[config.mk]
export PLATFORM = sky130hd
export DESIGN_NAME = qdc_tdc_event_builder_flat
export DESIGN_NICKNAME = d
export VERILOG_FILES = /design/src/rtl/qte_pkg.sv /design/src/rtl/qte_in_if.sv /design/src/rtl/qte_out_if.sv /design/src/rtl/qte_decode.sv /design/src/rtl/qte_mem.sv /design/src/rtl/qte_tdc_event_builder_placeholder.sv /design/src/rtl/qdc_tdc_event_builder.sv /design/src/flat_wrapper.sv
export SDC_FILE = /design/constraint.sdc
export NUM_CORES = 1
export LEC_CHECK = 0
export ABC_CLOCK_PERIOD_IN_PS = 6700
export BUFFER_PORTS_ARGS = -buffer_cell sky130_fd_sc_hd__buf_2
export CORE_MARGIN = 3
export CORE_UTILIZATION = 50
export DETAILED_ROUTE_END_ITERATION = 10
export PLACE_DENSITY = 0.73
export SLEW_MARGIN = 20
export SYNTH_ARGS = -nofsm -noshare
export SYNTH_HDL_FRONTEND = slang
export SYNTH_HIERARCHICAL = 1
export SYNTH_SLANG_ARGS = --single-unit
[constraint.sdc]
create_clock -name clk_i -period 6.7 [get_ports clk_i]
set_input_delay 0 -clock clk_i [delete_from_list [all_inputs] [get_ports clk_i]]
set_output_delay 0 -clock clk_i [all_outputs]
set_load 0.005 [all_outputs]
[src/rtl/qte_pkg.sv]
// Shared types and constants of the charge/time event builder.
// Word type codes, field widths and the decoded-word struct; no dependencies.
package qte_pkg;

  // Field widths of input words and output records
  localparam int unsigned WORD_W  = 32;
  localparam int unsigned CHAN_W  = 4;
  localparam int unsigned CHARGE_W = 12;
  localparam int unsigned TIME_W  = 21;
  localparam int unsigned CEVN_W  = 24;
  localparam int unsigned TEVN_W  = 22;
  localparam int unsigned MISC_W  = 16;

  // Charge converter word types, bits 26..24
  localparam logic [2:0] CT_DATA   = 3'd0;
  localparam logic [2:0] CT_HEADER = 3'd2;
  localparam logic [2:0] CT_EOB    = 3'd4;
  localparam logic [2:0] CT_FILLER = 3'd6;

  // Time converter word types, bits 31..27
  localparam logic [4:0] TT_DATA    = 5'h00;
  localparam logic [4:0] TT_ERROR   = 5'h04;
  localparam logic [4:0] TT_GHEADER = 5'h08;
  localparam logic [4:0] TT_TRAILER = 5'h10;
  localparam logic [4:0] TT_DUMMY   = 5'h18;

  // Saturation value of the mismatch counter
  localparam logic [MISC_W-1:0] MIS_MAX = '1;

  typedef enum logic [1:0] {
    ST_COLLECT,
    ST_READ,
    ST_LOAD,
    ST_SEND
  } qte_state_e;

  // One readout word, decoded
  typedef struct packed {
    logic                charge_data;
    logic                charge_evn_we;
    logic                time_data;
    logic                time_evn_we;
    logic                error;
    logic                close;
    logic [CHAN_W-1:0]   ch;
    logic [CHARGE_W-1:0] charge;
    logic [TIME_W-1:0]   hit_time;
    logic [CEVN_W-1:0]   charge_evn;
    logic [TEVN_W-1:0]   time_evn;
  } qte_dec_t;

endpackage

[src/rtl/qte_in_if.sv]
// Input channel of the event builder: source-tagged readout words.
// Uses qte_pkg for the word width.
interface qte_in_if import qte_pkg::*; ();
  logic              valid;
  logic              ready;
  logic              func;
  logic [WORD_W-1:0] word;

  modport source (output valid, output func, output word, input ready);
  modport sink (input valid, input func, input word, output ready);
endinterface

[src/rtl/qte_out_if.sv]
// Output channel of the event builder: one record per channel or per mismatch.
// Uses qte_pkg for the field widths.
interface qte_out_if import qte_pkg::*; ();
  logic                valid;
  logic                ready;
  logic [CHAN_W-1:0]   channel;
  logic [CHARGE_W-1:0] charge;
  logic                charge_valid;
  logic [TIME_W-1:0]   hit_time;
  logic                time_valid;
  logic                multi_hit;
  logic [CEVN_W-1:0]   event_number;
  logic                ids_match;
  logic                error_seen;
  logic [MISC_W-1:0]   mismatch_count;
  logic                last;

  modport source (output valid, output channel, output charge, output charge_valid,
                  output hit_time, output time_valid, output multi_hit,
                  output event_number, output ids_match, output error_seen,
                  output mismatch_count, output last, input ready);
  modport sink (input valid, input channel, input charge, input charge_valid,
                input hit_time, input time_valid, input multi_hit,
                input event_number, input ids_match, input error_seen,
                input mismatch_count, input last, output ready);
endinterface

[src/rtl/qte_decode.sv]
// Readout word decoder: splits a charge or time word into its fields and actions.
// Uses qte_pkg for type codes and the decoded-word struct.
module qte_decode import qte_pkg::*; (
  input  logic              func_i,
  input  logic [WORD_W-1:0] word_i,
  output qte_dec_t          dec_o
);

  logic [2:0] ctype;
  logic [4:0] ttype;

  assign ctype = word_i[26:24];
  assign ttype = word_i[31:27];

  // Decode type code of the tagged converter
  always_comb begin
    dec_o            = '0;
    dec_o.charge     = word_i[CHARGE_W-1:0];
    dec_o.hit_time   = word_i[TIME_W-1:0];
    dec_o.charge_evn = word_i[CEVN_W-1:0];
    dec_o.time_evn   = word_i[26:5];
    if (!func_i) begin
      dec_o.ch = word_i[20:17];
      unique case (ctype) inside
        CT_EOB:               dec_o.charge_evn_we = 1'b1;
        CT_HEADER, CT_FILLER: ;
        CT_DATA:              dec_o.charge_data = 1'b1;
        default:              dec_o.error = 1'b1;
      endcase
    end else begin
      dec_o.ch = word_i[24:21];
      unique case (ttype) inside
        TT_GHEADER:           dec_o.time_evn_we = 1'b1;
        TT_DATA:              dec_o.time_data = 1'b1;
        TT_ERROR:             dec_o.error = 1'b1;
        TT_TRAILER, TT_DUMMY: dec_o.close = 1'b1;
        default:              ;
      endcase
    end
  end

endmodule

[src/rtl/qte_mem.sv]
// Per-channel value store: one write port, one read port with registered data.
// No package dependency.
module qte_mem #(
  parameter int unsigned W     = 12,
  parameter int unsigned DEPTH = 16,
  parameter int unsigned AW    = (DEPTH > 1) ? $clog2(DEPTH) : 1
) (
  input  logic          clk_i,
  input  logic          we_i,
  input  logic [AW-1:0] waddr_i,
  input  logic [W-1:0]  wdata_i,
  input  logic [AW-1:0] raddr_i,
  output logic [W-1:0]  rdata_o
);

  logic [W-1:0] mem [DEPTH];
  logic [W-1:0] rdata_q;

  // Write port
  always_ff @(posedge clk_i) begin
    if (we_i) begin
      mem[waddr_i] <= wdata_i;
    end
  end

  // Registered read port
  always_ff @(posedge clk_i) begin
    rdata_q <= mem[raddr_i];
  end

  assign rdata_o = rdata_q;

endmodule

[src/rtl/qte_tdc_event_builder_placeholder.sv]
// Channel presence tracker: charge, time and multi-hit flags per channel.
// Imports qte_pkg, though no item of it is used.
module qte_flags import qte_pkg::*; #(
  parameter int unsigned CHANNELS = 16,
  parameter int unsigned IDX_W    = (CHANNELS > 1) ? $clog2(CHANNELS) : 1
) (
  input  logic                clk_i,
  input  logic                rst_ni,
  input  logic                set_charge_i,
  input  logic                hit_i,
  input  logic [IDX_W-1:0]    widx_i,
  input  logic                clear_i,
  input  logic [IDX_W-1:0]    ridx_i,
  output logic                time_seen_o,
  output logic [2:0]          rflags_o
);

  logic [CHANNELS-1:0] cp_q, cp_d;
  logic [CHANNELS-1:0] tp_q, tp_d;
  logic [CHANNELS-1:0] xh_q, xh_d;

  // Set presence on data words, drop everything when clear_i is raised
  always_comb begin
    cp_d = cp_q;
    tp_d = tp_q;
    xh_d = xh_q;
    if (clear_i) begin
      cp_d = '0;
      tp_d = '0;
      xh_d = '0;
    end else begin
      if (set_charge_i) begin
        cp_d[widx_i] = 1'b1;
      end
      if (hit_i) begin
        if (tp_q[widx_i]) begin
          xh_d[widx_i] = 1'b1;
        end else begin
          tp_d[widx_i] = 1'b1;
        end
      end
    end
  end

  always_ff @(posedge clk_i or negedge rst_ni) begin
    if (!rst_ni) begin
      cp_q <= '0;
      tp_q <= '0;
      xh_q <= '0;
    end else begin
      cp_q <= cp_d;
      tp_q <= tp_d;
      xh_q <= xh_d;
    end
  end

  assign time_seen_o = tp_q[widx_i];
  assign rflags_o    = {xh_q[ridx_i], tp_q[ridx_i], cp_q[ridx_i]};

endmodule

[src/rtl/qdc_tdc_event_builder.sv]
// Event builder for a charge converter and a time converter read out together.
// Non-closing words: one per cycle while collecting, no result. A closing word with
// matching event numbers gives CHANNELS records, each by channel memory read, record
// load and output transfer, the next read once a record is taken; a mismatch record
// is valid the cycle after the close. Input is held off during readout.
// Reset (rst_ni, asynchronous): flags, event numbers and mismatch counter cleared.
module qdc_tdc_event_builder import qte_pkg::*; #(
  parameter int unsigned CHANNELS = 16
) (
  input  logic      clk_i,
  input  logic      rst_ni,
  qte_in_if.sink    in_i,
  qte_out_if.source out_o
);

  localparam int unsigned IDX_W = (CHANNELS > 1) ? $clog2(CHANNELS) : 1;
  localparam logic [IDX_W-1:0] LAST_IDX = IDX_W'(CHANNELS - 1);

  qte_state_e          state_q, state_d;
  qte_dec_t            dec;
  logic                acc;
  logic                ch_ok;
  logic [IDX_W-1:0]    widx;
  logic                time_seen;
  logic [2:0]          rflags;
  logic                cmem_we, tmem_we;
  logic [CHARGE_W-1:0] cmem_rdata;
  logic [TIME_W-1:0]   tmem_rdata;
  logic                flag_clear;

  logic [IDX_W-1:0]    rd_idx_q, rd_idx_d;
  logic [CEVN_W-1:0]   cevn_q, cevn_d;
  logic [TEVN_W-1:0]   tevn_q, tevn_d;
  logic                err_q, err_d;
  logic [MISC_W-1:0]   mis_q, mis_d;
  logic                ovalid_q, ovalid_d;

  logic [CHAN_W-1:0]   o_ch_q, o_ch_d;
  logic [CHARGE_W-1:0] o_charge_q, o_charge_d;
  logic                o_cv_q, o_cv_d;
  logic [TIME_W-1:0]   o_time_q, o_time_d;
  logic                o_tv_q, o_tv_d;
  logic                o_mh_q, o_mh_d;
  logic [CEVN_W-1:0]   o_evn_q, o_evn_d;
  logic                o_match_q, o_match_d;
  logic                o_err_q, o_err_d;
  logic [MISC_W-1:0]   o_mis_q, o_mis_d;
  logic                o_last_q, o_last_d;

  qte_decode u_decode (
    .func_i (in_i.func),
    .word_i (in_i.word),
    .dec_o  (dec)
  );

  assign in_i.ready = (state_q == ST_COLLECT);
  assign acc        = in_i.valid && in_i.ready;
  assign ch_ok      = ({1'b0, dec.ch} < 5'(CHANNELS));
  assign widx       = dec.ch[IDX_W-1:0];
  assign cmem_we    = acc && dec.charge_data && ch_ok;
  assign tmem_we    = acc && dec.time_data && ch_ok && !time_seen;

  qte_flags #(
    .CHANNELS (CHANNELS)
  ) u_flags (
    .clk_i        (clk_i),
    .rst_ni       (rst_ni),
    .set_charge_i (cmem_we),
    .hit_i        (acc && dec.time_data && ch_ok),
    .widx_i       (widx),
    .clear_i      (flag_clear),
    .ridx_i       (rd_idx_q),
    .time_seen_o  (time_seen),
    .rflags_o     (rflags)
  );

  qte_mem #(
    .W     (CHARGE_W),
    .DEPTH (CHANNELS)
  ) u_charge_mem (
    .clk_i   (clk_i),
    .we_i    (cmem_we),
    .waddr_i (widx),
    .wdata_i (dec.charge),
    .raddr_i (rd_idx_q),
    .rdata_o (cmem_rdata)
  );

  qte_mem #(
    .W     (TIME_W),
    .DEPTH (CHANNELS)
  ) u_time_mem (
    .clk_i   (clk_i),
    .we_i    (tmem_we),
    .waddr_i (widx),
    .wdata_i (dec.hit_time),
    .raddr_i (rd_idx_q),
    .rdata_o (tmem_rdata)
  );

  // Next state: collect words, sweep the channel memories, hold each record
  always_comb begin
    state_d    = state_q;
    rd_idx_d   = rd_idx_q;
    cevn_d     = cevn_q;
    tevn_d     = tevn_q;
    err_d      = err_q;
    mis_d      = mis_q;
    ovalid_d   = ovalid_q;
    flag_clear = 1'b0;
    o_ch_d     = o_ch_q;
    o_charge_d = o_charge_q;
    o_cv_d     = o_cv_q;
    o_time_d   = o_time_q;
    o_tv_d     = o_tv_q;
    o_mh_d     = o_mh_q;
    o_evn_d    = o_evn_q;
    o_match_d  = o_match_q;
    o_err_d    = o_err_q;
    o_mis_d    = o_mis_q;
    o_last_d   = o_last_q;
    unique case (state_q)
      ST_COLLECT: begin
        if (acc) begin
          if (dec.charge_evn_we) cevn_d = dec.charge_evn;
          if (dec.time_evn_we)   tevn_d = dec.time_evn;
          if (dec.error)         err_d  = 1'b1;
          if (dec.close) begin
            if ({2'b00, tevn_q} == cevn_q) begin
              rd_idx_d = '0;
              state_d  = ST_READ;
            end else begin
              // Mismatch: one record with the counter after its update
              if (mis_q != MIS_MAX) mis_d = mis_q + MISC_W'(1);
              o_ch_d     = '0;
              o_charge_d = '0;
              o_cv_d     = 1'b0;
              o_time_d   = '0;
              o_tv_d     = 1'b0;
              o_mh_d     = 1'b0;
              o_evn_d    = cevn_q;
              o_match_d  = 1'b0;
              o_err_d    = err_q;
              o_mis_d    = (mis_q != MIS_MAX) ? mis_q + MISC_W'(1) : mis_q;
              o_last_d   = 1'b1;
              ovalid_d   = 1'b1;
              state_d    = ST_SEND;
            end
          end
        end
      end
      ST_READ: begin
        state_d = ST_LOAD;
      end
      ST_LOAD: begin
        // Mask stored values of channels without data this event
        o_ch_d     = CHAN_W'(rd_idx_q);
        o_charge_d = rflags[0] ? cmem_rdata : '0;
        o_cv_d     = rflags[0];
        o_time_d   = rflags[1] ? tmem_rdata : '0;
        o_tv_d     = rflags[1];
        o_mh_d     = rflags[2];
        o_evn_d    = cevn_q;
        o_match_d  = 1'b1;
        o_err_d    = err_q;
        o_mis_d    = mis_q;
        o_last_d   = (rd_idx_q == LAST_IDX);
        ovalid_d   = 1'b1;
        state_d    = ST_SEND;
      end
      ST_SEND: begin
        if (out_o.ready) begin
          ovalid_d = 1'b0;
          if (o_last_q) begin
            flag_clear = 1'b1;
            err_d      = 1'b0;
            state_d    = ST_COLLECT;
          end else begin
            rd_idx_d = rd_idx_q + IDX_W'(1);
            state_d  = ST_READ;
          end
        end
      end
      default: state_d = ST_COLLECT;
    endcase
  end

  // Control and event state registers
  always_ff @(posedge clk_i or negedge rst_ni) begin
    if (!rst_ni) begin
      state_q  <= ST_COLLECT;
      rd_idx_q <= '0;
      cevn_q   <= '0;
      tevn_q   <= '0;
      err_q    <= 1'b0;
      mis_q    <= '0;
      ovalid_q <= 1'b0;
    end else begin
      state_q  <= state_d;
      rd_idx_q <= rd_idx_d;
      cevn_q   <= cevn_d;
      tevn_q   <= tevn_d;
      err_q    <= err_d;
      mis_q    <= mis_d;
      ovalid_q <= ovalid_d;
    end
  end

  // Output record payload
  always_ff @(posedge clk_i) begin
    o_ch_q     <= o_ch_d;
    o_charge_q <= o_charge_d;
    o_cv_q     <= o_cv_d;
    o_time_q   <= o_time_d;
    o_tv_q     <= o_tv_d;
    o_mh_q     <= o_mh_d;
    o_evn_q    <= o_evn_d;
    o_match_q  <= o_match_d;
    o_err_q    <= o_err_d;
    o_mis_q    <= o_mis_d;
    o_last_q   <= o_last_d;
  end

  assign out_o.valid          = ovalid_q;
  assign out_o.channel        = o_ch_q;
  assign out_o.charge         = o_charge_q;
  assign out_o.charge_valid   = o_cv_q;
  assign out_o.hit_time       = o_time_q;
  assign out_o.time_valid     = o_tv_q;
  assign out_o.multi_hit      = o_mh_q;
  assign out_o.event_number   = o_evn_q;
  assign out_o.ids_match      = o_match_q;
  assign out_o.error_seen     = o_err_q;
  assign out_o.mismatch_count = o_mis_q;
  assign out_o.last           = o_last_q;

  // Words are never taken while a record waits for its transfer
  a_no_in_during_out: assert property (@(posedge clk_i) disable iff (!rst_ni)
    !(in_i.ready && ovalid_q))
    else $error("input accepted while a record is pending");

  // A mismatch record is always the last of its event
  a_mismatch_last: assert property (@(posedge clk_i) disable iff (!rst_ni)
    (ovalid_q && !o_match_q) |-> o_last_q)
    else $error("mismatch record without last");

  // The mismatch counter never goes down
  a_mis_monotonic: assert property (@(posedge clk_i) disable iff (!rst_ni)
    1'b1 |=> (mis_q >= $past(mis_q)))
    else $error("mismatch counter decreased");

  // The error flag is clear again once an event has been delivered
  a_clear_after_last: assert property (@(posedge clk_i) disable iff (!rst_ni)
    (state_q == ST_SEND && out_o.ready && o_last_q) |=> !err_q)
    else $error("error flag kept past event close");

endmodule

[src/flat_wrapper.sv]
// flat-port wrapper written by rule: the top's interface ports become plain ports
module qdc_tdc_event_builder_flat import qte_pkg::*;
#(
  parameter int unsigned CHANNELS = 16
)
  (clk_i, rst_ni, in_i_valid, in_i_func, in_i_word, in_i_ready, out_o_valid, out_o_channel, out_o_charge, out_o_charge_valid, out_o_hit_time, out_o_time_valid, out_o_multi_hit, out_o_event_number, out_o_ids_match, out_o_error_seen, out_o_mismatch_count, out_o_last, out_o_ready);
  qte_in_if in_i_i ();
  qte_out_if out_o_i ();
  input  logic clk_i;
  input  logic rst_ni;
  input wire logic [$bits(in_i_i.valid)-1:0] in_i_valid;
  input wire logic [$bits(in_i_i.func)-1:0] in_i_func;
  input wire logic [$bits(in_i_i.word)-1:0] in_i_word;
  output wire logic [$bits(in_i_i.ready)-1:0] in_i_ready;
  output wire logic [$bits(out_o_i.valid)-1:0] out_o_valid;
  output wire logic [$bits(out_o_i.channel)-1:0] out_o_channel;
  output wire logic [$bits(out_o_i.charge)-1:0] out_o_charge;
  output wire logic [$bits(out_o_i.charge_valid)-1:0] out_o_charge_valid;
  output wire logic [$bits(out_o_i.hit_time)-1:0] out_o_hit_time;
  output wire logic [$bits(out_o_i.time_valid)-1:0] out_o_time_valid;
  output wire logic [$bits(out_o_i.multi_hit)-1:0] out_o_multi_hit;
  output wire logic [$bits(out_o_i.event_number)-1:0] out_o_event_number;
  output wire logic [$bits(out_o_i.ids_match)-1:0] out_o_ids_match;
  output wire logic [$bits(out_o_i.error_seen)-1:0] out_o_error_seen;
  output wire logic [$bits(out_o_i.mismatch_count)-1:0] out_o_mismatch_count;
  output wire logic [$bits(out_o_i.last)-1:0] out_o_last;
  input wire logic [$bits(out_o_i.ready)-1:0] out_o_ready;
  assign in_i_i.valid = in_i_valid;
  assign in_i_i.func = in_i_func;
  assign in_i_i.word = in_i_word;
  assign in_i_ready = in_i_i.ready;
  assign out_o_valid = out_o_i.valid;
  assign out_o_channel = out_o_i.channel;
  assign out_o_charge = out_o_i.charge;
  assign out_o_charge_valid = out_o_i.charge_valid;
  assign out_o_hit_time = out_o_i.hit_time;
  assign out_o_time_valid = out_o_i.time_valid;
  assign out_o_multi_hit = out_o_i.multi_hit;
  assign out_o_event_number = out_o_i.event_number;
  assign out_o_ids_match = out_o_i.ids_match;
  assign out_o_error_seen = out_o_i.error_seen;
  assign out_o_mismatch_count = out_o_i.mismatch_count;
  assign out_o_last = out_o_i.last;
  assign out_o_i.ready = out_o_ready;
  qdc_tdc_event_builder #(.CHANNELS(CHANNELS)) u_core (.clk_i(clk_i), .rst_ni(rst_ni), .in_i(in_i_i), .out_o(out_o_i));
endmodule
# Word-level counts from Yosys, hierarchy flattened
# Memories as Yosys holds them, arrays and structs flattened. A register that Yosys moved wholly into a read port is not among the register bits.
# Cells that the tools add are included.
word_totals:
  register_bits: 201
  n_memories: 2
  input_bits: 37
  mem_bits_rw: 528
  elab_cells: 175
mem_list:
  columns: ["memory", "depth", "word_bits", "read_ports", "rd_ports_with_merged_regs", "write_ports", "line", "rtl"]
  rows:
  - ["u_core.u_time_mem.mem", 16, 21, 1, 1, 1, "qte_mem.sv:16", "logic [W-1:0] mem [DEPTH];"]
  - ["u_core.u_charge_mem.mem", 16, 12, 1, 1, 1, "qte_mem.sv:16", null]
op_classes:
  n_reduce_logical: 27
  add_sub_neg: 2
  mux: 94
  order_cmp: 3
  n_eq_ne: 22
  bitwise: 4
op_table:
  columns: ["op", "n"]
  rows:
  - ["16-bit 2-to-1 mux", 12]
  - ["21-bit 2-to-1 mux", 4]
  - ["24-bit 2-to-1 mux", 3]
  - ["12-bit 2-to-1 mux", 4]
  - ["16-bit OR", 3]
  - ["24-bit one-hot mux with 2 select lines", 1]
  - ["21-bit one-hot mux with 2 select lines", 1]
  - ["1-bit 2-to-1 mux", 36]
  - ["4-bit 2-to-1 mux", 9]
  - ["16-bit one-hot mux with 2 select lines", 1]
  - ["22-bit by 24-bit == test with 1-bit output", 1]
  - ["12-bit one-hot mux with 2 select lines", 1]
  - ["16-bit by 1-bit adder with 16-bit output, second input constant", 1]
  - ["1-bit binary-select mux with 4-bit select", 4]
  - ["16-bit != test, second input constant", 1]
  - ["2-bit != test, second input constant", 8]
  - ["4-bit one-hot mux with 2 select lines", 2]
  - ["1-bit one-hot mux with 2 select lines", 7]
  - ["2-bit 2-to-1 mux", 6]
  - ["5-bit == test, second input constant", 2]
  - ["4-bit by 5-bit less-than comparator with 1-bit output, second input constant", 2]
  - ["5-bit AND reduction", 2]
  - ["2-bit nonzero test", 5]
  - ["3-bit AND reduction", 3]
  - ["other kinds (25)", 33]

# Longest topological paths before layout
logic_depth:
  ltp_word: 9
  ltp_mapped: 9

# Cells and area by module
# The synthesis kept the hierarchy.
modules_own_cells:
  columns: ["mod", "seq_area_each_um2", "cells_each", "area_per_inst_um2", "instances"]
  rows:
  - ["qte_mem at u_core.u_time_mem", 10510.1, 557, 13277.7, 1]
  - ["qte_mem at u_core.u_charge_mem", 6005.8, 329, 7599.8, 1]
  - ["qdc_tdc_event_builder", 4244.1, 441, 6316.1, 1]
  - ["qte_flags", 1201.2, 215, 2552.4, 1]
  - ["qte_decode", 0.0, 95, 726.9, 1]

# Worst setup path after synthesis
# No wires, ideal clock.
synth_path:
  kind: "register to register"
  from: "register u_core.state_q[0]"
  to: "register u_core.o_ch_q[0] (netlist: u_core/out_o.channel[0]) (enable)"
  path_slack_ps: 1042
  path_stages_with_launch: 6
  t_required_ps: 6147
  t_arrival_ps: 5105
  path_buffers: 1
  period_less_slack_ps: 5658
  setup_time_ps: 553
  path_cell_list: "dfrtp_1 inv_1 ha_1 buf_2 nand3_2 o22ai_1"
synth_via:
  elab_chain_len: 4
synth_lines:
  columns: ["item", "line", "rtl"]
  rows:
  - ["from (decl)", "qdc_tdc_event_builder.sv:19", "qte_state_e state_q, state_d;"]
  - ["from (signal assigned)", "qdc_tdc_event_builder.sv:199", "state_q <= state_d;"]
  - ["2-bit zero test (*)", "qdc_tdc_event_builder.sv:56", "assign in_i.ready = (state_q == ST_COLLECT);"]
  - ["net in_i_ready", "flat_wrapper.sv:14", "output wire logic [$bits(in_i_i.ready)-1:0] in_i_ready;"]
  - ["1-bit logical AND", "qdc_tdc_event_builder.sv:57", "assign acc = in_i.valid && in_i.ready;"]
  - ["2-bit != test (no line)", null, null]
  - ["4-bit AND reduction (no line) (*)", null, null]
  - ["to (signal assigned)", "qdc_tdc_event_builder.sv:211", "o_ch_q <= o_ch_d;"]
  - ["to (decl)", "qdc_tdc_event_builder.sv:38", "logic [CHAN_W-1:0] o_ch_q, o_ch_d;"]
# Mark *: on every way through the listed nets, which the timed path passes. The rest lies on a longest branch.
# A chain may end at the register's enable or synchronous reset.

==> flow_metrics.py <==
metrics = {
    "outcome": {
        "status": "completed",
    },
    "power_and_ir_drop": {
        "power_density_mw_per_mm2": 371,
        "p_total_mw": 12.7,
        "p_leak_nw": 12.2,
        "sw_frac_of_total_pct": 27.0,
        "p_int_mw": 9.27,
        "p_switching_mw": 3.43,
        "clock_power_share_pct": 34.0,
        "comb_power_share_pct": 18.9,
        "ir_worst_vdd_mv": 0.211,
        "seq_power_share_pct": 47.1,
    },
    "die": {
        "ios": 122,
        "rows": 89,
        "start_util_pct": 51.1,
        "chipHeight_um": 253,
        "core_area_mm2": 0.0597,
        "die-area_mm2": 0.0639,
        "fp.dieW_um": 253,
    },
    "drt": {
        "avgRoutedWirePerCell_um": 24.8,
        "vias": 15400,
        "drt_wl_total_um": 64100,
        "ant_nets": 0,
        "first_iter_violations": 1339,
        "vias_per_cell": 5.97,
        "drc": 0,
        "dr.pass1.iters": 5,
    },
    "placed_design": {
        "io_buffers": 121,
        "gp_congestion": 0.813,
        "dp_hpwl_um": 38600,
        "dp.cells": 2404,
        "dpl-instance-area_mm2": 0.0313,
    },
    "global_routing": {
        "antenna_found_initial": 2,
        "grt_usage_pct": 20.3,
        "grt_pass1_vias": 15600,
        "grt_overflow": 0,
        "grt_max_degree": 71,
        "grt_pass1_wl_um": 97100,
    },
    "logic_synthesis": {
        "synth_area_mm2": 0.0305,
        "ys_warn_count": 6,
        "yosys-top-cells-area": "edfxtp_1 60%, dfrtp_1 9.7%, mux4_2 6.3%",
        "yosys_most_used_dff": "edfxtp_1",
        "synth_edf_count": 611,
        "ys_types": 61,
        "synth_seq_area_share_pct": 72.1,
        "synth_cells": 1637,
        "syn_nets": 1680,
        "synth_seq_cells": 762,
        "postSynthAreaPerCell_um2": 18.6,
        "synth_top_area_cell": "edfxtp_1",
        "yosysTopAreaCellShare_pct": 60.2,
        "async_reset_ff_share_pct": 15.5,
    },
    "clock_network": {
        "ctsHtreeMaxLevel": 3,
        "numCtsBuffers": 76,
        "cts_max_path_buffers": 3,
        "clk_pin_slew_ps": 60,
        "cts.sinks": 762,
        "post-cts-setup-buffers": 0,
        "cts_tree": "done",
        "clk_latency_ps": 620,
        "clockRootBuffer": "clkbuf_16",
    },
    "setup_path": {
        "cp_max_fo": 26,
        "endpoint_kind": "flip-flop",
        "cp.arrival_ps": 4160,
        "cp_slowest_cell": "mux4_1",
        "crit_buf_inv": 2,
        "path_cells": "dlygate4sd3_1, buf_2, mux2_2, mux4_1, a22oi_1, nand2_1, nor2b_1, or3b_1, nor2_4",
        "startpoint_type": "primary input",
        "crit_required_ps": 6930,
        "cpLargestDelayFamily": "simple AND/OR/NAND/NOR gates",
        "slowest_delay_ps": 700,
        "path_class": "in -> reg",
    },
    "timing": {
        "setup-tns-final_ps": 0,
        "period_minus_slack_ps": 3920,
        "worst_pin_slew_ps": 1030,
        "finClkSkew_ps": 21.1,
        "max_freq_mhz": 255,
        "hold_viol": 0,
        "finalMaxSlewViolations": 0,
        "fin_crit_sh_pct": 58.5,
        "rsz0062_at_grt": "false",
        "max_slew_margin_pct": 30.9,
        "finalSetupViolations": 0,
    },
    "layout": {
        "area_delta_synth_final_pct": 12.4,
        "nets": 1786,
        "layout.cells.non_filler": 2579,
        "final_cell_mix": "611 x edfxtp_1, 120 x buf_2, 116 x dfrtp_1",
        "drive_above_1_share_pct": 25.5,
        "layout_commonest_cell": "edfxtp_1",
        "fin_util_pct": 57.4,
        "design_area_mm2": 0.0343,
    },
    "hold_path": {
        "hold_class": "in -> reg",
    },
    "flow_run": {
        "drv_cap": 0,
    },
}
[power groups by stage]
stage          Combinational, mW  Sequential, mW  Clock [mW]
2_1_floorplan               1.76            5.92           0
4_1_cts                     2.42            5.98        4.40
6_report                    2.40            5.97        4.32
5_1_grt                     2.59            6.02        4.59
3_3_place_gp                2.26            6.11           0
3_5_place_dp                2.39            6.07           0
[layer usage]
layer / wire length (µm) / vias up / global-route usage, %
li1: - / 6634 / -
met1: 26000 / 8080 / 27.8
met2: 32300 / 587 / 33.4
met3: 4440 / 103 / 4.37
met4: 1350 / 0 / 5.40
met5: 0 / - / 0
[final cells by class]
| type | count | area (µm²) |
|---|---|---|
| inverters | 44 | 165 |
| multi-input cells | 677 | 7370 |
| diodes | 1 | 2.50 |
| clock buffers | 103 | 2140 |
| fillers | 4334 | 25400 |
| well taps | 773 | 967 |
| flip-flops and latches | 762 | 22000 |
| repair buffers | 182 | 1190 |
| clock inverters | 37 | 458 |
[synthesized netlist by cell type (4+ instances only)]
| cell type | instances |
|---|---|
| o22ai_2 | 8 |
| nand4_1 | 11 |
| nand3_1 | 26 |
| nor2b_1 | 9 |
| mux4_2 | 85 |
| nor2_1 | 61 |
| mux2_2 | 54 |
| mux4_1 | 63 |
| nor3_1 | 13 |
| nand3b_1 | 4 |
| ha_1 | 6 |
| nor4_1 | 4 |
| nand3b_4 | 4 |
| buf_2 | 16 |
| a22oi_1 | 71 |
| buf_12 | 8 |
| inv_1 | 44 |
| a21oi_1 | 21 |
| mux2_1 | 6 |
| edfxtp_1 | 611 |
| xor2_1 | 5 |
| buf_4 | 80 |
| and3_1 | 41 |
| o22ai_1 | 27 |
| buf_1 | 6 |
| o21ai_0 | 4 |
| nand2_1 | 70 |
| nand2b_1 | 5 |
| and2_1 | 11 |
| clkbuf_1 | 33 |
| xnor2_1 | 37 |
| dfrtp_1 | 118 |
| buf_6 | 7 |
| dfxtp_1 | 33 |
[metrics by stage]
step                      setup WS, ps  hold WS [ps]
final                             2780          43.5
after global routing              2610          31.0
after CTS                         2700          6.99
after detailed placement          2630          70.1
after global placement            2540          53.8
after floorplan                   1040          -296
[worst register-to-register path, stage by stage (launching register included)]
cell and delay [ps]:
dfrtp_1 440, inv_1 120, ha_2 860, inv_1 320, o22ai_4 810, buf_4 750
[repair_timing]
action,CTS,global route
hold buffers,34,0
endpoints found under the setup margin,0,0
hold endpoints to repair,541,0
resized for setup,0,0
[cell families after synthesis]
logic type	Yosys count	share of synthesized area, %
flip-flops	762	72.1
buffers and inverters	198	4.28
AO/OA/AOI/OAI	141	3.31
multiplexers	209	14.0
AND/OR/NAND/NOR	279	4.92
adder cells (fa/ha/maj)	6	0.246
XOR/XNOR	42	1.21
[flip-flops by register name (all words and copies together) (netlist names), 2 cells and up]
register	cells
u_core/u_time_mem/mem	336
u_core/u_charge_mem/mem	192
u_core/cevn_q	24
u_core/out_o.event_number	24
u_core/tevn_q	22
u_core/out_o.hit_time	21
u_core/u_time_mem/rdata_o	21
u_core/mis_q	16
u_core/out_o.mismatch_count	16
u_core/u_flags/cp_q	16
u_core/u_flags/tp_q	16
u_core/u_flags/xh_q	16
u_core/out_o.charge	12
u_core/u_charge_mem/rdata_o	12
u_core/out_o.channel	4
u_core/rd_idx_q	4
u_core/state_q	2
[worst paths after layout]
path	startpoint	endpoint	slack, ps	cells after the start
hold / removal	in_i_word[6]	u_core/u_charge_mem/mem[2][6]	40	1
min in group asynchronous	rst_ni	u_core/u_flags/xh_q[4]	480	4
setup / recovery	in_i_word[17]	u_core/u_time_mem/mem[1][0]	2780	9
hold reg to reg	u_core/cevn_q[17]	u_core/out_o.event_number[17]	490	0
max in group asynchronous	rst_ni	u_core/rd_idx_q[0]	5300	4
setup reg to reg	u_core/state_q[0]	u_core/out_o.event_number[23]	2880	5
Note: power is estimated with default switching activity, not from simulation.
